<file path="config.mk">
export PLATFORM = sky130hd
export DESIGN_NAME = partition_fit_allocator
export DESIGN_NICKNAME = d
export VERILOG_FILES = /design/src/pfa_pkg.sv /design/src/pfa_front.sv /design/src/pfa_back.sv /design/src/partition_fit_allocator.sv
export SDC_FILE = /design/constraint.sdc
export NUM_CORES = 1
export LEC_CHECK = 0
export BUFFER_PORTS_ARGS = -buffer_cell sky130_fd_sc_hd__buf_2
export CAP_MARGIN = 20
export CORE_MARGIN = 5
export CORE_UTILIZATION = 40
export DETAILED_ROUTE_END_ITERATION = 12
export SLEW_MARGIN = 20
export SYNTH_ARGS = -nofsm -noshare
export SYNTH_HDL_FRONTEND = slang
export SYNTH_SLANG_ARGS = --single-unit
</file>
<file path="constraint.sdc">
create_clock -name aclk -period 7.2 [get_ports aclk]
set_input_delay 2.16 -clock aclk [delete_from_list [all_inputs] [get_ports aclk]]
set_output_delay 2.16 -clock aclk [all_outputs]
set_load 0.05 [all_outputs]
</file>
<file path="src/pfa_pkg.sv">
`timescale 1ns / 1ps
// ----------------------------------------------------------------------------
// pfa_pkg
// shared types and constants of the partition fit allocator
// ----------------------------------------------------------------------------
package pfa_pkg;

    localparam int PIDX_W     = 5;  // width of partition index fields
    localparam int POLICY_W   = 2;
    localparam int COUNT_W    = 6;
    localparam int CFG_IDX_W  = 1;
    localparam int CFG_DATA_W = 6;  // widest register

    // register indexes
    localparam logic [CFG_IDX_W-1:0] REG_FIT_POLICY = 1'b0;
    localparam logic [CFG_IDX_W-1:0] REG_PART_COUNT = 1'b1;

    // fit policies, the unused code behaves as first fit
    localparam logic [POLICY_W-1:0] POLICY_FIRST = 2'd0;
    localparam logic [POLICY_W-1:0] POLICY_WORST = 2'd1;
    localparam logic [POLICY_W-1:0] POLICY_BEST  = 2'd2;

    // classified request passed from front to back
    typedef struct packed {
        logic              is_alloc;
        logic [PIDX_W-1:0] index;
        logic              last;
    } cmd_t;

endpackage

</file>
<file path="src/pfa_front.sv">
`timescale 1ns / 1ps
// ----------------------------------------------------------------------------
// pfa_front
// request intake: classifies requests and queues them for the back end
// ----------------------------------------------------------------------------
module pfa_front #(
    parameter int MAX_PARTITIONS = 32,
    parameter int SIZE_BITS      = 16
) (
    input  logic                      aclk,
    input  logic                      aresetn,
    input  logic                      s_valid,
    output logic                      s_ready,
    input  logic                      s_req_type,
    input  logic [pfa_pkg::PIDX_W-1:0] s_part_index,
    input  logic [SIZE_BITS-1:0]      s_size_value,
    input  logic                      s_last_request,
    output logic                      cmd_valid,
    input  logic                      cmd_ready,
    output pfa_pkg::cmd_t             cmd,
    output logic [SIZE_BITS-1:0]      cmd_size
);
    import pfa_pkg::*;

    localparam int DEPTH = 2;

    cmd_t                 q_cmd_reg  [DEPTH];
    logic [SIZE_BITS-1:0] q_size_reg [DEPTH];
    logic                 wr_ptr_reg, wr_ptr_next;
    logic                 rd_ptr_reg, rd_ptr_next;
    logic [1:0]           fill_reg, fill_next;
    logic                 in_range;
    logic                 keep;
    logic                 push;
    logic                 pop;
    cmd_t                 in_cmd;

    // loads beyond the table are taken and dropped
    assign in_range = (32'(s_part_index) < MAX_PARTITIONS);
    assign keep     = s_req_type | in_range;

    always_comb begin
        in_cmd.is_alloc = s_req_type;
        in_cmd.index    = s_part_index;
        in_cmd.last     = s_req_type & s_last_request;  // flag ignored on loads
    end

    assign s_ready   = (fill_reg != 2'(DEPTH));
    assign cmd_valid = (fill_reg != 2'd0);
    assign push      = s_valid & s_ready & keep;
    assign pop       = cmd_valid & cmd_ready;
    assign cmd       = q_cmd_reg[rd_ptr_reg];
    assign cmd_size  = q_size_reg[rd_ptr_reg];

    always_comb begin
        wr_ptr_next = push ? ~wr_ptr_reg : wr_ptr_reg;
        rd_ptr_next = pop  ? ~rd_ptr_reg : rd_ptr_reg;
        fill_next   = fill_reg + 2'(push) - 2'(pop);
    end

    always_ff @(posedge aclk) begin
        if (!aresetn) begin
            wr_ptr_reg <= 1'b0;
            rd_ptr_reg <= 1'b0;
            fill_reg   <= 2'd0;
        end else begin
            wr_ptr_reg <= wr_ptr_next;
            rd_ptr_reg <= rd_ptr_next;
            fill_reg   <= fill_next;
        end
    end

    always_ff @(posedge aclk) begin
        if (push) begin
            q_cmd_reg[wr_ptr_reg]  <= in_cmd;
            q_size_reg[wr_ptr_reg] <= s_size_value;
        end
    end

endmodule

</file>
<file path="src/pfa_back.sv">
`timescale 1ns / 1ps
// ----------------------------------------------------------------------------
// pfa_back
// execution engine: size table, fit scan and result register
// ----------------------------------------------------------------------------
module pfa_back #(
    parameter int MAX_PARTITIONS = 32,
    parameter int SIZE_BITS      = 16
) (
    input  logic                         aclk,
    input  logic                         aresetn,
    input  logic                         cmd_valid,
    output logic                         cmd_ready,
    input  pfa_pkg::cmd_t                cmd,
    input  logic [SIZE_BITS-1:0]         cmd_size,
    input  logic [pfa_pkg::POLICY_W-1:0] fit_policy,
    input  logic [pfa_pkg::COUNT_W-1:0]  part_count,
    output logic                         m_valid,
    input  logic                         m_ready,
    output logic                         m_granted,
    output logic [pfa_pkg::PIDX_W-1:0]   m_alloc_index,
    output logic [SIZE_BITS-1:0]         m_alloc_size
);
    import pfa_pkg::*;

    localparam int IDX_W = $clog2(MAX_PARTITIONS);
    localparam int CNT_W = $clog2(MAX_PARTITIONS + 1);

    typedef enum logic [3:0] {
        ST_IDLE   = 4'b0001,
        ST_SCAN   = 4'b0010,
        ST_DRAIN  = 4'b0100,
        ST_FINISH = 4'b1000
    } state_t;

    state_t                  state_reg, state_next;
    logic [SIZE_BITS-1:0]    mem [MAX_PARTITIONS];
    logic [SIZE_BITS-1:0]    rd_data_reg;
    logic                    rd_pend_reg;
    logic [IDX_W-1:0]        rd_idx_reg;
    logic [CNT_W-1:0]        scan_cnt_reg, scan_cnt_next;
    logic [CNT_W-1:0]        eff_count;
    logic [MAX_PARTITIONS-1:0] used_reg, used_next;
    logic [SIZE_BITS-1:0]    req_size_reg, req_size_next;
    logic                    last_reg, last_next;
    logic                    have_reg, have_next;
    logic [IDX_W-1:0]        pick_reg, pick_next;
    logic [SIZE_BITS-1:0]    best_reg, best_next;
    logic                    out_valid_reg, out_valid_next;
    logic                    out_granted_reg;
    logic [PIDX_W-1:0]       out_index_reg;
    logic [SIZE_BITS-1:0]    out_size_reg;
    logic [SIZE_BITS-1:0]    cur_free;
    logic                    fits;
    logic                    take;
    logic                    grant;
    logic                    out_free;
    logic                    finish;
    logic                    mem_we;
    logic [31:0]             load_ext;
    logic [31:0]             pick_ext;

    assign eff_count = (32'(part_count) > MAX_PARTITIONS) ? CNT_W'(MAX_PARTITIONS)
                                                          : CNT_W'(part_count);
    assign load_ext  = 32'(cmd.index);
    assign pick_ext  = 32'(pick_reg);

    // a granted entry reads as zero until restored or reloaded
    assign cur_free = used_reg[rd_idx_reg] ? '0 : rd_data_reg;
    assign fits     = (cur_free >= req_size_reg);

    always_comb begin
        case (fit_policy)
            POLICY_WORST: take = !have_reg || (cur_free > best_reg);
            POLICY_BEST:  take = fits && (!have_reg || (cur_free < best_reg));
            default:      take = fits && !have_reg;
        endcase
    end

    assign grant     = have_reg && (best_reg >= req_size_reg);
    assign out_free  = !out_valid_reg || m_ready;
    assign finish    = (state_reg == ST_FINISH) && out_free;
    assign cmd_ready = (state_reg == ST_IDLE);
    assign mem_we    = cmd_valid && cmd_ready && !cmd.is_alloc;

    always_comb begin
        state_next     = state_reg;
        scan_cnt_next  = scan_cnt_reg;
        used_next      = used_reg;
        req_size_next  = req_size_reg;
        last_next      = last_reg;
        have_next      = have_reg;
        pick_next      = pick_reg;
        best_next      = best_reg;
        out_valid_next = out_valid_reg && !m_ready;

        if (rd_pend_reg && take) begin
            have_next = 1'b1;
            pick_next = rd_idx_reg;
            best_next = cur_free;
        end

        case (state_reg)
            ST_IDLE: begin
                if (cmd_valid) begin
                    if (!cmd.is_alloc) begin
                        used_next[load_ext[IDX_W-1:0]] = 1'b0;
                    end else begin
                        req_size_next = cmd_size;
                        last_next     = cmd.last;
                        have_next     = 1'b0;
                        pick_next     = '0;
                        best_next     = '0;
                        scan_cnt_next = '0;
                        state_next    = (eff_count == '0) ? ST_FINISH : ST_SCAN;
                    end
                end
            end
            ST_SCAN: begin
                scan_cnt_next = scan_cnt_reg + 1'b1;
                if (scan_cnt_reg == eff_count - 1'b1) begin
                    state_next = ST_DRAIN;
                end
            end
            ST_DRAIN: begin
                state_next = ST_FINISH;
            end
            ST_FINISH: begin
                if (out_free) begin
                    out_valid_next = 1'b1;
                    if (grant) begin
                        used_next[pick_reg] = 1'b1;
                    end
                    if (last_reg) begin
                        used_next = '0;
                    end
                    state_next = ST_IDLE;
                end
            end
            default: begin
                state_next = ST_IDLE;
            end
        endcase
    end

    always_ff @(posedge aclk) begin
        if (!aresetn) begin
            state_reg     <= ST_IDLE;
            used_reg      <= '0;
            rd_pend_reg   <= 1'b0;
            have_reg      <= 1'b0;
            out_valid_reg <= 1'b0;
        end else begin
            state_reg     <= state_next;
            used_reg      <= used_next;
            rd_pend_reg   <= (state_reg == ST_SCAN);
            have_reg      <= have_next;
            out_valid_reg <= out_valid_next;
        end
    end

    always_ff @(posedge aclk) begin
        scan_cnt_reg <= scan_cnt_next;
        req_size_reg <= req_size_next;
        last_reg     <= last_next;
        pick_reg     <= pick_next;
        best_reg     <= best_next;
        if (state_reg == ST_SCAN) begin
            rd_idx_reg <= scan_cnt_reg[IDX_W-1:0];
        end
        if (finish) begin
            out_granted_reg <= grant;
            out_index_reg   <= grant ? pick_ext[PIDX_W-1:0] : '0;
            out_size_reg    <= grant ? best_reg : '0;
        end
    end

    // size table, one write and one registered read per cycle
    always_ff @(posedge aclk) begin
        if (mem_we) begin
            mem[load_ext[IDX_W-1:0]] <= cmd_size;
        end
        if (state_reg == ST_SCAN) begin
            rd_data_reg <= mem[scan_cnt_reg[IDX_W-1:0]];
        end
    end

    assign m_valid       = out_valid_reg;
    assign m_granted     = out_granted_reg;
    assign m_alloc_index = out_index_reg;
    assign m_alloc_size  = out_size_reg;

endmodule

</file>
<file path="src/partition_fit_allocator.sv">
`timescale 1ns / 1ps
// ----------------------------------------------------------------------------
// partition_fit_allocator
// fixed-partition allocator with first, best and worst fit policies
// ----------------------------------------------------------------------------
// A load request writes one partition size and gives no result; the back
// end takes it while idle and stays idle. An allocate request scans the
// first partition_count partitions (clamped to MAX_PARTITIONS), one table
// read per cycle from the single read port, in states ST_IDLE (start),
// ST_SCAN (one step per partition read), ST_DRAIN (last compare) and
// ST_FINISH (result written). With a count of zero there is no scan and the
// request goes from ST_IDLE straight to ST_FINISH. Writing the result also
// waits while an earlier result is still held unaccepted. A two-entry
// request queue sits between intake and back end, and a result register
// holds a finished result while the next request is taken. Granted
// partitions are tracked by one flag each (cleared at reset), so a restore
// on last_request clears them all as the result is written. Sizes of
// partitions that were never loaded are undefined. Write fit_policy and
// partition_count only while the block is idle.
module partition_fit_allocator #(
    parameter int MAX_PARTITIONS = 32,
    parameter int SIZE_BITS      = 16
) (
    input  logic                           aclk,
    input  logic                           aresetn,
    // configuration writes
    input  logic                           cfg_wr_en,
    input  logic [pfa_pkg::CFG_IDX_W-1:0]  cfg_index,
    input  logic [pfa_pkg::CFG_DATA_W-1:0] cfg_wdata,
    // request channel
    input  logic                           s_valid,
    output logic                           s_ready,
    input  logic                           s_req_type,
    input  logic [pfa_pkg::PIDX_W-1:0]     s_part_index,
    input  logic [SIZE_BITS-1:0]           s_size_value,
    input  logic                           s_last_request,
    // result channel
    output logic                           m_valid,
    input  logic                           m_ready,
    output logic                           m_granted,
    output logic [pfa_pkg::PIDX_W-1:0]     m_alloc_index,
    output logic [SIZE_BITS-1:0]           m_alloc_size
);
    import pfa_pkg::*;

    logic [POLICY_W-1:0]  fit_policy_reg;
    logic [COUNT_W-1:0]   part_count_reg;
    logic                 cmd_valid;
    logic                 cmd_ready;
    cmd_t                 cmd;
    logic [SIZE_BITS-1:0] cmd_size;

    // configuration registers, written straight from the port
    always_ff @(posedge aclk) begin
        if (!aresetn) begin
            fit_policy_reg <= POLICY_FIRST;
            part_count_reg <= '0;
        end else if (cfg_wr_en) begin
            case (cfg_index)
                REG_FIT_POLICY: fit_policy_reg <= cfg_wdata[POLICY_W-1:0];
                REG_PART_COUNT: part_count_reg <= cfg_wdata[COUNT_W-1:0];
                default: ;
            endcase
        end
    end

    // intake: classification and request queue
    pfa_front #(
        .MAX_PARTITIONS (MAX_PARTITIONS),
        .SIZE_BITS      (SIZE_BITS)
    ) u_front (
        .aclk           (aclk),
        .aresetn        (aresetn),
        .s_valid        (s_valid),
        .s_ready        (s_ready),
        .s_req_type     (s_req_type),
        .s_part_index   (s_part_index),
        .s_size_value   (s_size_value),
        .s_last_request (s_last_request),
        .cmd_valid      (cmd_valid),
        .cmd_ready      (cmd_ready),
        .cmd            (cmd),
        .cmd_size       (cmd_size)
    );

    // back end: size table, scan and result register
    pfa_back #(
        .MAX_PARTITIONS (MAX_PARTITIONS),
        .SIZE_BITS      (SIZE_BITS)
    ) u_back (
        .aclk          (aclk),
        .aresetn       (aresetn),
        .cmd_valid     (cmd_valid),
        .cmd_ready     (cmd_ready),
        .cmd           (cmd),
        .cmd_size      (cmd_size),
        .fit_policy    (fit_policy_reg),
        .part_count    (part_count_reg),
        .m_valid       (m_valid),
        .m_ready       (m_ready),
        .m_granted     (m_granted),
        .m_alloc_index (m_alloc_index),
        .m_alloc_size  (m_alloc_size)
    );

endmodule

</file>
Word level (Yosys, flattened, before mapping)
Memory sizes are Yosys's and may differ from the RTL's. A register that Yosys moved wholly into a read port is not among the register bits.
Cells that the tools add are included.
{"block": "classes", "addsub": 4, "magnitude_cmp": 10, "eq_ne": 14, "mux": 46, "bitwise": 9, "reduce_logical": 27}
{"cell": "2-to-1 mux 32 bit", "count": 5}
{"cell": "2-to-1 mux 16 bit", "count": 5}
{"cell": "case mux 32 bit (2 select lines)", "count": 1}
{"cell": "AND 32 bit", "count": 1}
{"cell": "greater-or-equal comparator 16 bit", "count": 2}
{"cell": "inverter 32 bit", "count": 1}
{"cell": "OR 32 bit", "count": 1}
{"cell": "2-to-1 mux 4 bit", "count": 5}
{"cell": "2-to-1 mux 5 bit", "count": 4}
{"cell": "less-than comparator 5 x 6 -> 1 bit (second input constant)", "count": 3}
{"cell": "2-to-1 mux 6 bit", "count": 3}
{"cell": "2-to-1 mux 1 bit", "count": 17}
{"cell": "> comparator 16 bit", "count": 1}
{"cell": "less-than comparator 16 bit", "count": 1}
{"cell": "case mux 4 bit (4 select lines)", "count": 1}
{"cell": "case mux 6 bit (2 select lines)", "count": 1}
{"cell": "demux 1 bit (select 5 bit)", "count": 2}
{"cell": "greater-or-equal comparator 5 x 1 -> 1 bit (second input constant)", "count": 2}
{"cell": "logical AND 1 bit", "count": 10}
{"cell": "adder 6 x 1 -> 6 bit (second input constant)", "count": 1}
{"cell": "== test 6 bit", "count": 1}
{"cell": "> comparator 6 bit (second input constant)", "count": 1}
{"cell": "zero test 6 bit", "count": 1}
{"cell": "inequality test 2 x 1 -> 1 bit (second input constant)", "count": 3}
{"cell": "other kinds (22)", "count": 37}
{"block": "word_totals", "ff_bits": 122, "mem_bits_rw": 558, "wordCells": 132, "n_memories": 3}
{"name": "u_back.mem", "depth": 32, "word_bits": 16, "rd": 1, "rd_clocked_by_memory_dff": 1, "wr": 1, "line": "pfa_back.sv:37", "rtl": "logic [SIZE_BITS-1:0] mem [MAX_PARTITIONS];"}
{"name": "u_front.q_size_reg", "depth": 2, "word_bits": 16, "rd": 1, "rd_clocked_by_memory_dff": 1, "wr": 1, "line": "pfa_front.sv:28", "rtl": "logic [SIZE_BITS-1:0] q_size_reg [DEPTH];"}
{"name": "u_front.q_cmd_reg", "depth": 2, "word_bits": 7, "rd": 1, "rd_clocked_by_memory_dff": 1, "wr": 1, "line": "pfa_front.sv:27", "rtl": "cmd_t q_cmd_reg [DEPTH];"}

Depth between registers and ports, before layout
Gate-level depths: netlist of the first run.
{"block": "logic_depth", "depth_word": 12, "ltp_mapped": 20, "ltp_nobuf": 16}

Hierarchy
From an unflattened synthesis of the first run, not the netlist that was laid out.
{"block": "unflattened", "hier_cells": 1619, "hier_area_um2": 28613.7}
{"module": "pfa_back", "instances": 1, "cells_per_inst": 1489, "area_each_um2": 26395.3, "seq_area_each_um2": 18557.8}
{"module": "pfa_front", "instances": 1, "cells_per_inst": 96, "area_each_um2": 1904.3, "seq_area_each_um2": 1481.4}
{"module": "partition_fit_allocator", "instances": 1, "cells_per_inst": 34, "area_each_um2": 314.1, "seq_area_each_um2": 160.2}

Worst setup path after synthesis of the first run
OpenSTA, ideal clock, no wires.
{"block": "synth_timing", "kind": "in2reg", "start": "input m_ready", "end": "register u_back.used_reg[4]", "setup_ns": 0.070, "arrival_time_ns": 4.483, "required_time_ns": 7.130, "setup_slack_ns": 2.647, "cell_stages": 8, "path_buffers": 1, "cell_sequence": "nand2b_1 -> nor2b_1 -> or2_1 -> o21ai_2 -> nand2_1 -> clkbuf_1 -> o2111ai_1 -> a21oi_1"}
{"block": "synth_between", "elab_chain_len": 3}
{"item": "start, declared", "line": "partition_fit_allocator.sv:39", "rtl": "input logic m_ready,"}
{"item": "logical OR 1 bit", "line": "pfa_back.sv:81", "rtl": "assign out_free = !out_valid_reg || m_ready;"}
{"item": "inequality test 2 x 1 -> 1 bit (no source line)"}
{"item": "AND reduction 5 bit (no source line)"}
{"item": "end signal, assigned", "line": "pfa_back.sv:155", "rtl": "used_reg <= used_next;"}
{"item": "end, declared", "line": "pfa_back.sv:43", "rtl": "logic [MAX_PARTITIONS-1:0] used_reg, used_next;"}
No other way between the ends.
A chain may end at the register's enable or synchronous reset.

Final worst setup path of the first run
{"block": "layout_timing", "start": "register u_back.rd_idx_reg[1]", "end": "register u_back.pick_reg[0]"}
{"block": "layout_between", "elab_chain_len": 12}
{"item": "start, declared", "line": "pfa_back.sv:40", "rtl": "logic [IDX_W-1:0] rd_idx_reg;"}
{"item": "start signal, assigned", "line": "pfa_back.sv:169", "rtl": "rd_idx_reg <= scan_cnt_reg[IDX_W-1:0];"}
{"item": "binary-select mux 1 bit (select 5 bit) (*)", "line": "pfa_back.sv:69", "rtl": "assign cur_free = used_reg[rd_idx_reg] ? '0 : rd_data_reg;"}
{"item": "2-to-1 mux 1 bit (implied by the code) (*)", "line": "pfa_back.sv:69"}
{"item": "2-to-1 mux 16 bit (*)", "line": "pfa_back.sv:69"}
{"item": "less-than comparator 16 bit", "line": "pfa_back.sv:75", "rtl": "POLICY_BEST: take = fits && (!have_reg || (cur_free < best_reg));"}
{"item": "logical OR 1 bit", "line": "pfa_back.sv:75"}
{"item": "logical AND 1 bit", "line": "pfa_back.sv:75"}
{"item": "case mux 1 bit (2 select lines) (*)", "line": "pfa_back.sv:73", "rtl": "case (fit_policy)"}
{"item": "logical AND 1 bit (*)", "line": "pfa_back.sv:97", "rtl": "if (rd_pend_reg && take) begin"}
{"item": "2-to-1 mux 5 bit (*)", "line": "pfa_back.sv:97"}
{"item": "2-to-1 mux 5 bit", "line": "pfa_back.sv:106", "rtl": "if (!cmd.is_alloc) begin"}
{"item": "2-to-1 mux 5 bit", "line": "pfa_back.sv:105", "rtl": "if (cmd_valid) begin"}
{"item": "2-to-1 mux 5 bit (*)", "line": "pfa_back.sv:103", "rtl": "case (state_reg)"}
{"item": "via u_back.pick_next[0]", "line": "pfa_back.sv:47", "rtl": "logic [IDX_W-1:0] pick_reg, pick_next;"}
{"item": "end signal, assigned", "line": "pfa_back.sv:166", "rtl": "pick_reg <= pick_next;"}
{"item": "end, declared", "line": "pfa_back.sv:47"}
Mark *: on every way through the listed nets, which the timed path passes. The rest lies on a longest branch. The select of a mux whose other input is x is not followed.

==> results.json, run 1 <==
{
  "clock_power_share_pct": 33.1,
  "clk_latency_ps": 610,
  "cap_violations": 0,
  "holdWs_ps": 471.5,
  "drive_gt1_share_pct": 23.97,
  "worst_slew_pin_slew_ps": 1109,
  "p_per_area_nw_per_um2": 338.4,
  "drc": 0,
  "hold_viol_final": 0,
  "skew_ps": 19.84,
  "clk_path_buf_depth": 3,
  "cpPeakStageDelay_ps": 1000,
  "port_buffers": 58,
  "syn_nets": 1795,
  "nets": 1890,
  "r2r_end": "u_back.pick_reg[0]$_DFF_P_",
  "grt_first_pass_wirelength_mm": 103.5,
  "ys_seq_elements": 697,
  "finalCritPeriodShare_pct": 68.86,
  "min_from": "u_back.used_reg[4]$_SDFFE_PN0P_",
  "path_cells": "mux2i_1, a211o_1, o31a_1, and3_1, ha_1, nand4_1, nor3_1, o31ai_1, a311oi_1, o21ai_2, a2bb2oi_2, nand3_1, a21oi_1",
  "grt_pass1_vias": 16143,
  "seq_area_um2": 20200,
  "syn_to_final_growth_pct": 13.49,
  "hold_buffers": 0,
  "relSlewSlack_pct": 26.06,
  "dieArea_um2": 78070,
  "final_cell_count_no_fill": 2815,
  "final.setup.tns_ps": 0,
  "switching_share_pct": 28.46,
  "cp_top_family": "compound AO/OA/AOI/OAI gates",
  "grt-ovfl-total": 0,
  "outcome": "completed",
  "wire_per_inst_um": 24.52,
  "vias": 15744,
  "cts.clk_slew.worst_paths_ps": 60,
  "fill_cells": 6075,
  "p_sw_w": 0.003174,
  "synth_cell_types": 79,
  "grt_max_degree": 111,
  "antenna_found_initial": 0,
  "fin_util_pct": 45.94,
  "totalWireLength_mm": 69.02,
  "synth-warning-count": 0,
  "max_freq_ghz": 0.2017,
  "r2r_start": "u_back.rd_idx_reg[1]$_DFFE_PP_",
  "post_cts_resized": 0,
  "start_kind": "flip-flop",
  "r2r_cells": 13,
  "start_util_pct": 40.48,
  "synth_area_per_cell_um2": 16.99,
  "synthArstFlopShare_pct": 0,
  "min_path_type": "reg -> reg",
  "critPathMaxFanout": 22,
  "route.antenna.remaining_nets": 0,
  "finalSetupViolations": 0,
  "p_int_w": 0.007977,
  "gp_congestion": 0.8267,
  "comb_power_share_pct": 22.9,
  "core_um2": 71730,
  "reg2reg_slack_ps": 2240,
  "syn-cell-area_um2": 29030,
  "crit_slowest_cell": "edfxtp_1",
  "finalCriticalPeriod_ps": 4958,
  "p_seq_share_pct": 44.0,
  "p_leak_nw": 10.65,
  "power.total_w": 0.01115,
  "slew_violations": 0,
  "cts_max_level": 3,
  "multi_input_area_um2": 8212,
  "rows": 98,
  "dominantRegCellSynth": "edfxtp_1",
  "root_buffer": "clkbuf_16",
  "post_cts_buffers": 0,
  "die_w_um": 279.4,
  "ys_seq_area_share_pct": 69.57,
  "dr.pass1.iters": 6,
  "ios": 59,
  "vdd_drop_max_uv": 199.5,
  "required_ps": 7740,
  "crit_buf_inv": 0,
  "largest_reg_flops": 512,
  "synth_edf_count": 624,
  "die_h_um": 279.4,
  "whs_path_depth": 2,
  "min_to": "u_back.used_reg[4]$_SDFFE_PN0P_",
  "grt_usage_pct": 17.58,
  "grt_setup_unrepaired": "no",
  "via_per_inst": 5.593,
  "critical_path_class": "reg -> reg",
  "hpwl_mm": 40.48,
  "cp-end-kind": "flip-flop",
  "placed_cells": 2678,
  "drt_iter0_markers": 1500,
  "cts-buffers-inserted": 73,
  "synth_cells": 1709,
  "cp.arrival_ps": 5490,
  "cts_tree": "done",
  "cts.sinks": 697
}
[metrics by stage]
stage / setup WS [ps] / area [um2]
global route: 1899 / 32940
detailed placement: 2198 / 30560
global placement: 2322 / 30560
floorplan: 2647 / 29030
finish: 2242 / 32950
CTS: 2287 / 32930
[how the worst max path moves through the flow]
stage,start,endpoint,slack (ps),cells past startpoint
after floorplan,m_ready,u_back.used_reg[4]$_SDFFE_PN0P_,2650,8
final,u_back.rd_idx_reg[1]$_DFFE_PP_,u_back.pick_reg[0]$_DFF_P_,2240,13
after detailed placement,m_ready,u_back.used_reg[1]$_SDFFE_PN0P_,2200,10
after global placement,m_ready,u_back.used_reg[1]$_SDFFE_PN0P_,2320,10
after global routing,u_back.rd_idx_reg[1]$_DFFE_PP_,u_back.best_reg[3]$_DFF_P_,1900,13
after CTS,u_back.rd_idx_reg[1]$_DFFE_PP_,u_back.pick_reg[0]$_DFF_P_,2290,13
[cells by family (layout without fill, tap and decap cells)]
| logic type | after synthesis | after routing | share of synthesized area (%) |
|---|---|---|---|
| xor gates and xnor gates | 14 | 14 | 0.4223 |
| and+or+nand+nor | 308 | 308 | 5.202 |
| muxes | 210 | 210 | 14.29 |
| adders and majority gates | 51 | 51 | 2.198 |
| DFF | 697 | 697 | 69.57 |
| buffers and inverters | 163 | 315 | 2.340 |
| AOI/OAI and AO/OA | 266 | 266 | 5.982 |
| other | 0 | 4 | 0 |
[cells in the final DEF (no fill, tap or decap), drive strengths merged, types with 4 or more instances in the layout]
cell | Yosys | final
nand4 | 8 | 8
a211oi | 4 | 4
o21ai | 66 | 66
edfxtp | 624 | 624
buf | 37 | 111
a22oi | 6 | 6
nand3 | 37 | 37
o211ai | 7 | 7
nor2 | 87 | 87
nor4 | 4 | 4
xor2 | 6 | 6
dfxtp | 73 | 73
xnor2 | 8 | 8
ha | 51 | 51
diode | 0 | 4
nand2b | 15 | 15
clkinv | 1 | 33
nor3b | 5 | 5
a21boi | 8 | 8
o32ai | 4 | 4
nor2b | 17 | 17
a21oi | 94 | 94
a31oi | 4 | 4
inv | 71 | 72
and3 | 18 | 18
nand2 | 84 | 84
a21o | 8 | 8
o2111ai | 33 | 33
and2 | 10 | 10
clkbuf | 54 | 91
mux2 | 35 | 35
bufinv | 0 | 6
mux2i | 15 | 15
mux4 | 160 | 160
nor3 | 8 | 8
o21a | 7 | 7
[cell type report]
cell class / count / area share [%]
clock buffer: 91 / 5.844
inverter: 72 / 0.8202
antenna: 4 / 0.03038
sequential: 697 / 61.30
timing repair buffer: 111 / 2.138
tap: 950 / 3.607
clock inverter: 41 / 1.337
multi-input combinational: 849 / 24.92
[worst reg2reg max path, cell delays in order (launching register included)]
cell       delay, ps
edfxtp_1        1000
mux2i_1          170
a211o_1          370
o31a_1           450
and3_1           300
ha_1             300
nand4_1          130
nor3_1           370
o31ai_1          140
a311oi_1         380
o21ai_2          160
a2bb2oi_2        770
nand3_1          200
a21oi_1          160
[synthesized netlist by cell type, types with 16 or more instances]
cell       number  share of area (%)
o21ai_1        22               0.38
buf_1          18               0.23
dfxtp_1        73                5.0
nand2_1        84                1.1
ha_1           51                2.2
clkbuf_1       54               0.70
mux4_2        160                 12
o21ai_0        42               0.72
edfxtp_1      624                 65
nor2b_1        16               0.34
nor2_1         87                1.1
mux2_2         35                1.4
a21oi_1        94                1.6
o2111ai_1      33                1.0
nand3_1        36               0.62
and3_1         17               0.37
inv_1          71               0.92
[power groups by stage]
stage | Sequential (W) | Clock (W) | Combinational (W)
floorplan | 0.00501 | 0 | 0.00171
global placement | 0.00499 | 0 | 0.00255
detailed placement | 0.00499 | 0 | 0.00260
CTS | 0.00491 | 0.00378 | 0.00260
global route | 0.00492 | 0.00396 | 0.00276
finish | 0.00491 | 0.00369 | 0.00255
[metal layers]
| layer | track usage [%] | up-vias | part of all wire [%] |
|---|---|---|---|
| met3 | 2.534 | 121 | 5.4 |
| met1 | 23.10 | 8142 | 41 |
| met5 | 0 | - | 0 |
| met2 | 30.66 | 512 | 51 |
| met4 | 5.236 | 0 | 2.8 |
| li1 | - | 6969 | - |
No activity file was read; power rests on OpenSTA's default activity.
==> inputs of run 2 (changes only) <==
--- a/config.mk
+++ b/config.mk
@@ -5,6 +5,7 @@
 export SDC_FILE = /design/constraint.sdc
 export NUM_CORES = 1
 export LEC_CHECK = 0
+export ABC_AREA = 1
 export BUFFER_PORTS_ARGS = -buffer_cell sky130_fd_sc_hd__buf_2
 export CAP_MARGIN = 20
 export CORE_MARGIN = 5
==> constraint.sdc (replaced) <==
create_clock -name aclk -period 4.2 [get_ports aclk]
set_input_delay 1.26 -clock aclk [delete_from_list [all_inputs] [get_ports aclk]]
set_output_delay 1.26 -clock aclk [all_outputs]
set_load 0.05 [all_outputs]
==> run 2 against run 1 <==
Combinational power grew 130%. Via count grew 25%. Flip-flop and latch count is the same. Synthesized cell count grew 42%. Clock skew grew 20 ps. Non-clock buffer count grew 13. Power grew 89%. Utilization shrank 0.20 points. Area after synthesis shrank 0.37%.
==> results.json, run 2 <==
{
  "synth-simple-area-share_pct": 11.51,
  "cp.arrival_ps": 4250,
  "grt_pass1_vias": 18906,
  "outcome": "completed",
  "cp-end-kind": "flip-flop",
  "dr.pass1.iters": 6,
  "whs_path_depth": 2,
  "critical_path_class": "reg -> reg",
  "rows": 98,
  "route.antenna.remaining_nets": 0,
  "core_um2": 71610,
  "clock_power_share_pct": 30.1,
  "synth.top_cell.area_share_pct": 64.78,
  "worst_slew_pin_slew_ps": 1041,
  "synth_edf_count": 624,
  "p_int_w": 0.01368,
  "critPathMaxFanout": 43,
  "path_cells": "buf_4, nand2_1, nand3_1, nand3_1, nand2_1, nand2_1, nand3_2, nand2_4, nand2_1, inv_1, ha_1, nand2_1, inv_1, nand3_1, a31oi_1, a2111oi_1, nand3_1, nand2_1, nand2_1, nand2_4, nand3_1, nand2_1, nor2_1",
  "fill_cells": 6484,
  "dominantRegCellSynth": "edfxtp_1",
  "drive_gt1_share_pct": 11.40,
  "largest_reg_flops": 512,
  "fin_util_pct": 45.74,
  "start_util_pct": 40.40,
  "grt_first_pass_wirelength_mm": 118.9,
  "synth_xor_area_share_pct": 0.3028,
  "grt_setup_unrepaired": "no",
  "finalCriticalPeriod_ps": 3749,
  "required_ps": 4700,
  "r2r_start": "u_back.rd_idx_reg[0]$_DFFE_PP_",
  "synth_compound_area_share_pct": 11.86,
  "p_leak_nw": 11.31,
  "start_kind": "flip-flop",
  "p_sw_w": 0.007346,
  "drt_iter0_markers": 2017,
  "drc": 0,
  "grt_max_degree": 167,
  "layout.cells.most_common_list": "edfxtp_1 (624), nor2_1 (417), o21ai_0 (288)",
  "synth_top_area_cell": "edfxtp_1",
  "final.setup.tns_ps": 0,
  "cts-buffers-inserted": 73,
  "cpPeakStageDelay_ps": 530,
  "relSlewSlack_pct": 30.50,
  "antenna_found_initial": 3,
  "finalSetupViolations": 0,
  "clk_latency_ps": 620,
  "synth_cell_types": 42,
  "wire_per_inst_um": 22.75,
  "crit_slowest_cell": "edfxtp_1",
  "r2r_cells": 23,
  "synth_top_family_by_area": "compound AO/OA/AOI/OAI gates",
  "syn_to_final_growth_pct": 13.22,
  "synth_cells": 2421,
  "finalCritPeriodShare_pct": 89.27,
  "synth.area.top_cells": "edfxtp_1 (65%), nor2_1 (5.4%), dfxtp_1 (5.1%)",
  "totalWireLength_mm": 79.30,
  "hpwl_mm": 47.79,
  "root_buffer": "clkbuf_16",
  "gp_congestion": 0.8466,
  "cts.sinks": 697,
  "dpl_cell_area_um2": 30400,
  "min_from": "fit_policy_reg[0]$_SDFFE_PN0P_",
  "clk_path_buf_depth": 3,
  "ios": 59,
  "ys_seq_elements": 697,
  "min_to": "fit_policy_reg[0]$_SDFFE_PN0P_",
  "crit_top_cell": "nand2_1",
  "slew_violations": 0,
  "reg2reg_slack_ps": 450,
  "min_path_type": "reg -> reg",
  "cts.clk_slew.worst_paths_ps": 60,
  "p_per_area_nw_per_um2": 642.0,
  "synth.most_common_cell": "edfxtp_1",
  "grt_usage_pct": 19.90,
  "syn-cell-area_um2": 28930,
  "cts_max_level": 3,
  "ys_seq_area_share_pct": 69.83,
  "vias": 19662,
  "switching_share_pct": 34.94,
  "comb_power_share_pct": 28.1,
  "r2r_end": "u_back.pick_reg[4]$_DFF_P_",
  "timing.critical_path.from": "u_back.rd_idx_reg[0]$_DFFE_PP_",
  "port_buffers": 58,
  "grt-ovfl-total": 0,
  "hold_viol_final": 0,
  "synthArstFlopShare_pct": 0,
  "synth_top_cells_by_count": "edfxtp_1 (624), nor2_1 (420), o21ai_0 (288), nand2_1 (227), clkbuf_1 (124)",
  "syn_nets": 2507,
  "vdd_drop_max_uv": 426.0,
  "dieArea_um2": 77800,
  "cts_tree": "done",
  "die_w_um": 278.9,
  "skew_ps": 39.74,
  "fin_area_um2": 32750,
  "mostFrequentLayoutCell": "edfxtp_1",
  "synth_fa_ha_area_share_pct": 2.206,
  "max_freq_ghz": 0.2667,
  "via_per_inst": 5.640,
  "synth-warning-count": 0,
  "cap_violations": 0,
  "synth_area_per_cell_um2": 11.95,
  "synthMuxAreaShare_pct": 0.7310,
  "die_h_um": 278.9,
  "p_seq_share_pct": 41.8,
  "nets": 2562
}
-- run 2: worst max path at each step --
stage,to,slack (ps),cells past startpoint
after global placement,u_back.pick_reg[0]$_DFF_P_,400,23
final,u_back.pick_reg[4]$_DFF_P_,450,23
after global routing,u_back.pick_reg[4]$_DFF_P_,80,23
after CTS,u_back.pick_reg[4]$_DFF_P_,170,23
after floorplan,u_back.scan_cnt_reg[0]$_SDFFCE_PN0P_,860,4
after detailed placement,u_back.best_reg[7]$_DFF_P_,190,23
-- run 2: power groups by stage --
stage	logic (W)	registers, W	clock network [W]
after floorplan	0.00363	0.00885	0
after detailed placement	0.00588	0.00893	0
final	0.00591	0.00879	0.00633
after global routing	0.00642	0.00882	0.00673
after CTS	0.00589	0.00879	0.00643
after global placement	0.00575	0.00892	0
-- run 2: final cells by class --
class | instances | area, um2 | area share (%)
clock buffer | 93 | 1944 | 5.936
inverter | 119 | 455.4 | 1.391
tap | 950 | 1189 | 3.629
clock inverter | 41 | 390.4 | 1.192
antenna | 1 | 2.502 | 0.007640
multi-input combinational | 1461 | 7724 | 23.58
timing repair buffer | 124 | 848.3 | 2.590
sequential | 697 | 20200 | 61.67
-- run 2: critical path, delay by kind of cell, from the launching register on --
| kind | cells | cell delay, ps |
|---|---|---|
| and+or+nand+nor | 17 | 1850 |
| AOI/OAI and AO/OA | 2 | 570 |
| DFF | 1 | 530 |
| buffers and inverters | 3 | 390 |
| adders and majority gates | 1 | 250 |
-- run 2: through the flow --
| step | worst slack (ps) | power [W] | cells | hold WS, ps |
|---|---|---|---|---|
| after floorplan | 856.3 | 0.01248 | 2421 | 424.4 |
| after global placement | 404.6 | 0.01467 | 3349 | 435.7 |
| after detailed placement | 186.8 | 0.01481 | 3349 | 461.9 |
| after CTS | 169.0 | 0.02112 | 3483 | 469.4 |
| after global routing | 83.92 | 0.02197 | 3485 | 483.4 |
| final | 450.6 | 0.02103 | 3486 | 479.9 |
-- run 2: cell families (layout without fill, tap and decap cells) --
kind of cell | count (synthesis) | in the layout
AO/OA/AOI/OAI | 563 | 563
XOR/XNOR | 10 | 10
adder cells (fa/ha/maj) | 51 | 51
buffers and inverters | 263 | 377
flip-flops | 697 | 697
multiplexers | 19 | 19
other | 0 | 1
AND/OR/NAND/NOR | 818 | 818
-- run 2: layer usage --
layer / part of all wire [%] / wire [um] / GRT usage, % / up-vias
li1: - / - / - / 8984
met1: 41 / 32900 / 26.85 / 9817
met2: 48 / 38200 / 33.06 / 737
met3: 7.4 / 5868 / 3.319 / 124
met4: 2.9 / 2321 / 6.707 / 0
met5: 0 / 0 / 0 / -
-- run 2: timing repair --
item,CTS,global route
hold endpoints to repair,0,0
setup buffers,0,2
setup endpoints to repair,0,22
resized for setup,0,1
hold buffers,0,0
